--- config.mk ---
export PLATFORM = sky130hd
export DESIGN_NAME = sensor_response_packet_deframer
export DESIGN_NICKNAME = d
export VERILOG_FILES = /design/src/rtl/core/srpd_pkg.sv /design/src/rtl/core/sensor_response_packet_deframer.sv
export SDC_FILE = /design/constraint.sdc
export NUM_CORES = 1
export LEC_CHECK = 0
export BUFFER_PORTS_ARGS = -buffer_cell sky130_fd_sc_hd__buf_2
export CAP_MARGIN = 20
export CORE_MARGIN = 1.5
export CORE_UTILIZATION = 59
export DETAILED_ROUTE_END_ITERATION = 10
export GPL_ROUTABILITY_DRIVEN = 0
export GPL_TIMING_DRIVEN = 0
export HOLD_SLACK_MARGIN = 0.05
export PLACE_DENSITY = 0.8
export SYNTH_ARGS = -nofsm -noshare
export SYNTH_HDL_FRONTEND = slang
export SYNTH_SLANG_ARGS = --single-unit
--- constraint.sdc ---
create_clock -name clock -period 4.3 [get_ports clock]
set_input_delay 0 -clock clock [delete_from_list [all_inputs] [get_ports clock]]
set_output_delay 0 -clock clock [all_outputs]
set_load 0.02 [all_outputs]
--- src/rtl/core/srpd_pkg.sv ---
// Shared types and constants for the sensor response packet deframer.
// Holds result codes, frame constants and the result record type.
// No dependencies.
package srpd_pkg;

   // Result codes carried on rsp_result_kind
   localparam logic [2:0] KIND_DATA   = 3'd0;
   localparam logic [2:0] KIND_OK     = 3'd1;
   localparam logic [2:0] KIND_BADHDR = 3'd2;
   localparam logic [2:0] KIND_BADLEN = 3'd3;
   localparam logic [2:0] KIND_BADSUM = 3'd4;

   // Frame constants
   localparam logic [7:0]  HDR_FIRST      = 8'hEF;
   localparam logic [7:0]  HDR_SECOND     = 8'h01;
   localparam logic [31:0] ADDR_RESET     = 32'hFFFF_FFFF;
   localparam int          MAX_PAYLOAD_DEF = 256;
   // Length field counts id-less tail: ack code plus two checksum bytes
   localparam logic [15:0] LEN_OVERHEAD   = 16'd3;

   // One result record
   typedef struct packed {
      logic [2:0] kind;
      logic [7:0] data;
      logic [7:0] id;
      logic [7:0] ack;
      logic [8:0] plen;
      logic       mism;
   } result_type;

endpackage

--- src/rtl/core/sensor_response_packet_deframer.sv ---
// Top level of the sensor response packet deframer.
// Depends on srpd_pkg (codes, constants, result record).
//
// Usage:
//   req_ channel: one received serial byte per transaction (req_rx_byte).
//   rsp_ channel: at most one result per byte: a payload byte, or a frame
//     status (accepted, bad header, bad length, checksum mismatch) with the
//     frame's id, ack code, payload length and address mismatch flag.
//   csr_ port: writes expected_address whenever csr_wr_en is high.
//   An item is taken when valid is high and stall is low.
//   A result is registered when its byte is taken (into skid if rsp_ stalls).
//   Throughput: one byte per cycle while req_stall is low; parser state is
//     updated by a single compare/add step between handshake and result register.
//   A result register plus a one-entry skid register sit on the output, so
//   one more byte is taken while a result waits; req_stall rises only when
//   both hold results, and falls once the receiver takes one.
//   Reset (synchronous, active high) returns the parser to header hunting,
//   drops pending results and sets expected_address to all ones.
module sensor_response_packet_deframer
   import srpd_pkg::*;
#(
   parameter int MAX_PAYLOAD = MAX_PAYLOAD_DEF
) (
   input  logic        clock,
   input  logic        reset,
   // byte input
   input  logic        req_valid,
   output logic        req_stall,
   input  logic [7:0]  req_rx_byte,
   // result output
   output logic        rsp_valid,
   input  logic        rsp_stall,
   output logic [2:0]  rsp_result_kind,
   output logic [7:0]  rsp_payload_byte,
   output logic [7:0]  rsp_packet_id,
   output logic [7:0]  rsp_ack_code,
   output logic [8:0]  rsp_payload_length,
   output logic        rsp_address_mismatch,
   // configuration
   input  logic        csr_wr_en,
   input  logic [31:0] csr_wr_data
);

   localparam int LEN_W = $clog2(MAX_PAYLOAD + 1);
   localparam logic [16:0] LEN_MAX = 17'(MAX_PAYLOAD) + 17'd3;

   typedef enum logic [3:0] {
      PH_HUNT, PH_HDR1, PH_ADDR0, PH_ADDR1, PH_ADDR2, PH_ADDR3,
      PH_ID, PH_LENH, PH_LENL, PH_ACK, PH_DATA, PH_CKH, PH_CKL
   } phase_type;

   phase_type         phase_ff, phase_in;
   logic [LEN_W-1:0]  decl_len_ff, decl_len_in;
   logic [LEN_W-1:0]  rcv_cnt_ff, rcv_cnt_in;
   logic [15:0]       sum_ff, sum_in;
   logic [7:0]        len_high_ff, len_high_in;
   logic [7:0]        ck_high_ff, ck_high_in;
   logic [7:0]        id_ff, id_in;
   logic [7:0]        ack_ff, ack_in;
   logic [23:0]       addr_ff, addr_in;
   logic              addr_bad_ff, addr_bad_in;
   logic [31:0]       exp_addr_ff;

   logic              req_accept;
   logic              has_result;
   result_type        result;
   result_type        out_ff, skid_ff;
   logic              out_valid_ff, skid_valid_ff;

   logic [15:0]       len_word;
   logic              len_ok;
   logic [LEN_W:0]    rcv_next;
   logic [8:0]        plen9;

   assign req_stall  = skid_valid_ff;
   assign req_accept = req_valid && !skid_valid_ff;

   assign len_word = {len_high_ff, req_rx_byte};
   assign len_ok   = (len_word >= LEN_OVERHEAD) && ({1'b0, len_word} <= LEN_MAX);
   assign rcv_next = {1'b0, rcv_cnt_ff} + {{LEN_W{1'b0}}, 1'b1};
   assign plen9    = 9'(decl_len_ff);

   // Parser step for one byte
   always_comb begin
      phase_in    = phase_ff;
      decl_len_in = decl_len_ff;
      rcv_cnt_in  = rcv_cnt_ff;
      sum_in      = sum_ff;
      len_high_in = len_high_ff;
      ck_high_in  = ck_high_ff;
      id_in       = id_ff;
      ack_in      = ack_ff;
      addr_in     = addr_ff;
      addr_bad_in = addr_bad_ff;
      has_result  = 1'b0;
      result      = '0;
      case (phase_ff)
         PH_HUNT: begin
            if (req_rx_byte == HDR_FIRST) begin
               phase_in = PH_HDR1;
            end
         end
         PH_HDR1: begin
            if (req_rx_byte == HDR_SECOND) begin
               phase_in = PH_ADDR0;
            end else begin
               has_result  = 1'b1;
               result.kind = KIND_BADHDR;
               // a repeated 0xEF may open a fresh header
               phase_in = (req_rx_byte == HDR_FIRST) ? PH_HDR1 : PH_HUNT;
            end
         end
         PH_ADDR0, PH_ADDR1, PH_ADDR2: begin
            addr_in  = {addr_ff[15:0], req_rx_byte};
            phase_in = phase_type'(phase_ff + 4'd1);
         end
         PH_ADDR3: begin
            addr_bad_in = ({addr_ff, req_rx_byte} != exp_addr_ff);
            phase_in    = PH_ID;
         end
         PH_ID: begin
            id_in    = req_rx_byte;
            sum_in   = {8'd0, req_rx_byte};
            phase_in = PH_LENH;
         end
         PH_LENH: begin
            len_high_in = req_rx_byte;
            sum_in      = sum_ff + {8'd0, req_rx_byte};
            phase_in    = PH_LENL;
         end
         PH_LENL: begin
            sum_in = sum_ff + {8'd0, req_rx_byte};
            if (len_ok) begin
               decl_len_in = LEN_W'(len_word - LEN_OVERHEAD);
               phase_in    = PH_ACK;
            end else begin
               has_result  = 1'b1;
               result.kind = KIND_BADLEN;
               result.id   = id_ff;
               result.mism = addr_bad_ff;
               decl_len_in = '0;
               phase_in    = PH_HUNT;
            end
         end
         PH_ACK: begin
            ack_in     = req_rx_byte;
            sum_in     = sum_ff + {8'd0, req_rx_byte};
            rcv_cnt_in = '0;
            phase_in   = (decl_len_ff == '0) ? PH_CKH : PH_DATA;
         end
         PH_DATA: begin
            sum_in     = sum_ff + {8'd0, req_rx_byte};
            rcv_cnt_in = rcv_next[LEN_W-1:0];
            if (rcv_next >= {1'b0, decl_len_ff}) begin
               phase_in = PH_CKH;
            end
            has_result  = 1'b1;
            result.kind = KIND_DATA;
            result.data = req_rx_byte;
            result.id   = id_ff;
            result.ack  = ack_ff;
            result.plen = plen9;
            result.mism = addr_bad_ff;
         end
         PH_CKH: begin
            ck_high_in = req_rx_byte;
            phase_in   = PH_CKL;
         end
         PH_CKL: begin
            has_result  = 1'b1;
            result.kind = ({ck_high_ff, req_rx_byte} == sum_ff) ? KIND_OK : KIND_BADSUM;
            result.id   = id_ff;
            result.ack  = ack_ff;
            result.plen = plen9;
            result.mism = addr_bad_ff;
            phase_in    = PH_HUNT;
         end
         default: begin
            phase_in = PH_HUNT;
         end
      endcase
   end

   // Parser state
   always_ff @(posedge clock) begin
      if (reset) begin
         phase_ff <= PH_HUNT;
      end else if (req_accept) begin
         phase_ff <= phase_in;
      end
      if (req_accept) begin
         decl_len_ff <= decl_len_in;
         rcv_cnt_ff  <= rcv_cnt_in;
         sum_ff      <= sum_in;
         len_high_ff <= len_high_in;
         ck_high_ff  <= ck_high_in;
         id_ff       <= id_in;
         ack_ff      <= ack_in;
         addr_ff     <= addr_in;
         addr_bad_ff <= addr_bad_in;
      end
   end

   // Configuration register
   always_ff @(posedge clock) begin
      if (reset) begin
         exp_addr_ff <= ADDR_RESET;
      end else if (csr_wr_en) begin
         exp_addr_ff <= csr_wr_data;
      end
   end

   // Result register with one-entry skid
   always_ff @(posedge clock) begin
      if (reset) begin
         out_valid_ff  <= 1'b0;
         skid_valid_ff <= 1'b0;
      end else if (!out_valid_ff || !rsp_stall) begin
         if (skid_valid_ff) begin
            out_valid_ff  <= 1'b1;
            skid_valid_ff <= 1'b0;
         end else begin
            out_valid_ff <= req_accept && has_result;
         end
      end else if (req_accept && has_result) begin
         skid_valid_ff <= 1'b1;
      end
      if (!out_valid_ff || !rsp_stall) begin
         out_ff <= skid_valid_ff ? skid_ff : result;
      end else if (req_accept && has_result) begin
         skid_ff <= result;
      end
   end

   assign rsp_valid            = out_valid_ff;
   assign rsp_result_kind      = out_ff.kind;
   assign rsp_payload_byte     = out_ff.data;
   assign rsp_packet_id        = out_ff.id;
   assign rsp_ack_code         = out_ff.ack;
   assign rsp_payload_length   = out_ff.plen;
   assign rsp_address_mismatch = out_ff.mism;

   // Skid entry is only used behind a held result
   a_skid_behind_out: assert property (@(posedge clock) disable iff (reset)
      skid_valid_ff |-> out_valid_ff)
      else $error("skid holds a result while output register is empty");

   // A result produced while the output is stalled lands in the skid entry
   a_stall_to_skid: assert property (@(posedge clock) disable iff (reset)
      (out_valid_ff && rsp_stall && req_accept && has_result) |=> skid_valid_ff)
      else $error("result lost while output stalled");

   // Header hunting never produces a result
   a_hunt_silent: assert property (@(posedge clock) disable iff (reset)
      (req_accept && phase_ff == PH_HUNT) |-> !has_result)
      else $error("result produced while hunting for header");

endmodule

==> results.yml <==
grt:
  grt_max_degree: 41
  grt_overflow: 0
  grt_pass1_wl_um: 32000
  grt_pass1_vias: 6239
  antenna_found_initial: 0
  grt_use_total_pct: 25.1
sta:
  rsz0062_at_grt: "false"
  clock-skew-final_ns: 0.0226
  period_needed_ns: 3.41
  fmax_mhz: 293
  slew_headroom_pct: 34.4
  timing.hold.ws_ns: 0.206
  tightest_slew_ns: 0.985
  drv_slew: 0
  fin_crit_sh_pct: 79.4
  hold_viol_final: 0
  setup_viol_count_final: 0
  worst_slack_ns: 0.886
drt:
  drt_iter0_markers: 489
  wl_per_cell_um: 18.2
  top_layer_used: "met4"
  ant_nets: 0
  wirelength_um: 20400
  vias_per_cell: 5.70
  drc: 0
  first_pass_iters: 5
  wl_met3_um: 1570
  vias: 6379
  wl_met1_um: 8210
  wl_met2_um: 9830
placement:
  dp_hpwl_um: 13700
  dpl.cell_count: 1039
  numPortBuffers: 82
  post-place-ws_ns: 1.02
clock_tree:
  cts_tree: "built"
  post_cts_buffers: 0
  clk_pin_slew_ns: 0.06
  clockBufferDepth: 3
  insertion_delay_ns: 0.51
  numCtsBuffers: 21
  cts_num_sinks: 203
  cts_htree_levels: 1
  cts_root_buf: "clkbuf_16"
final_layout:
  final_cells: 1120
  fillers: 1019
  diodes: 0
  synthToLayoutAreaGrowth_pct: 18.9
  drive_above_1_share_pct: 18.0
  fin_nets: 964
synthesis:
  seq_area_frac_synth_pct: 61.5
  synth_common_cells: "edfxtp_1, nand2_1, xnor2_1, dfxtp_1, mux2i_1"
  ys_async_sr_fraction_pct: 0
  ys_seq_elements: 203
  ys.flop_type: "edfxtp_1"
  synth_edf_count: 165
  synth_cell_types: 59
  synth_top_area_share_pct: 53.3
  syn_area_um2: 9290
  yosysTopAreaCell: "edfxtp_1"
  synth_nets: 812
  synth.most_common_cell: "edfxtp_1"
  ys_top_cells_by_area: "edfxtp_1, dfxtp_1, xnor2_1"
  ys_warn_count: 0
  netlist_instances: 742
  avgSynthCellArea_um2: 12.5
critical_path:
  crit_fanout: 16
  path_cells: "inv_1, ha_1, clkbuf_1, nor3_1, a2bb2oi_1, clkbuf_1, clkbuf_1, a21oi_2"
  arrival_ns: 3.56
  cp.required_ns: 4.44
  cp_slowest_cell: "clkbuf_1"
  reg2reg_slack_ns: 0.89
  path_class: "flop to flop"
  cpPeakStageDelay_ns: 0.50
  start_kind: "flop"
  endpoint_kind: "flop"
  critPathMostFrequentCell: "clkbuf_1"
die:
  num_io_pins: 84
  die_w_um: 128
  start_util_pct: 60.7
  core-area_um2: 15300
  die-area_um2: 16500
  row_count: 45
  die_height_um: 128
power:
  ir_drop_mv: 0.336
  p_leak_nw: 4.33
  power.density_nw_per_um2: 367
run:
  drv_cap: 0
hold_path:
  min_path_type: "input pin to flop"
run_status:
  status: "completed"
==> cell type report <==
cell class	instances	area, um2	area share [%]
sequential	203	5720	51.7
multi-input combinational	476	3340	30.2
timing repair buffer	129	868	7.86
clock buffer	28	552	4.99
tap	211	264	2.39
buffer	35	150	1.36
inverter	28	105	0.951
clock inverter	10	53.8	0.487
==> cells by family after synthesis <==
kind of cell	Yosys count	synth area share [%]
adders and majority gates	25	3.45
AOI/OAI and AO/OA	91	6.18
xor gates and xnor gates	57	5.37
muxes	66	7.53
DFF	203	61.5
buffers and inverters	63	2.75
and+or+nand+nor	237	13.2
==> metal layers <==
metal,global-route usage [%],vias up
li1,-,3015
met1,33.0,2975
met2,41.9,308
met3,4.49,81
met4,10.2,0
met5,0,-
==> path summary, 6_finish.rpt <==
path | startpoint | endpoint | cells after the start
worst min register to register | addr_ff[8] | addr_ff[16] | 0
worst min-delay path | req_valid | rcv_cnt_ff[0] | 3
worst max-delay path | phase_ff[0] | sum_ff[1] | 8
worst max register to register | phase_ff[0] | sum_ff[1] | 8
==> registers in the layout, summed over array words and instances, names as in the netlist, 9 cells and up <==
name,cells
skid_ff,37
sum_ff,16
rcv_cnt_ff,9
decl_len_ff,9
exp_addr_ff,32
rsp_payload_length,9
addr_ff,24
==> through the flow <==
stage / util (%) / total power [mW] / instance area (um2) / TNS (ns)
after global placement: 65.1 / 2.41 / 9960 / -25.68
after global routing: 72.1 / 4.16 / 11000 / 0
after detailed placement: 65.4 / 2.43 / 10000 / 0
after floorplan: - / 2.34 / 9290 / 0
after CTS: 72.1 / 4.06 / 11000 / 0
final: 72.1 / 4.06 / 11000 / 0
==> where the power goes <==
| part | internal (mW) | leakage [nW] | switching, mW |
|---|---|---|---|
| registers | 2.13 | 1.91 | 0.0198 |
| clock network | 0.904 | 0.290 | 0.723 |
| logic | 0.124 | 2.13 | 0.156 |
| total | 3.16 | 4.33 | 0.899 |
==> cell usage in the layout, fill, tap and decap left out, drive strengths merged, types with 29 or more instances in the layout <==
cell         netlist  routed
clkbuf            23      51
buf               12      98
o21ai             38      38
and2              33      33
edfxtp           165     165
nand2             74      74
dfxtp             38      38
mux2              31      31
mux2i             35      35
inv               28      29
xnor2             49      49
nor2              32      32
dlygate4sd3        0      43
==> timing repair <==
item | 4_1_cts | 5_1_grt
resized for setup | 0 | 0
endpoints found under the hold margin | 78 | 0
hold buffers | 43 | 0
==> worst max-delay path, delay by kind of cell (launching register included) <==
kind,cells,cell delay (ns)
and+or+nand+nor,1,0.25
adders and majority gates,1,0.25
buffers and inverters,4,1.30
AOI/OAI and AO/OA,2,0.79
DFF,1,0.47
Note: power is estimated with default switching activity, not from simulation.
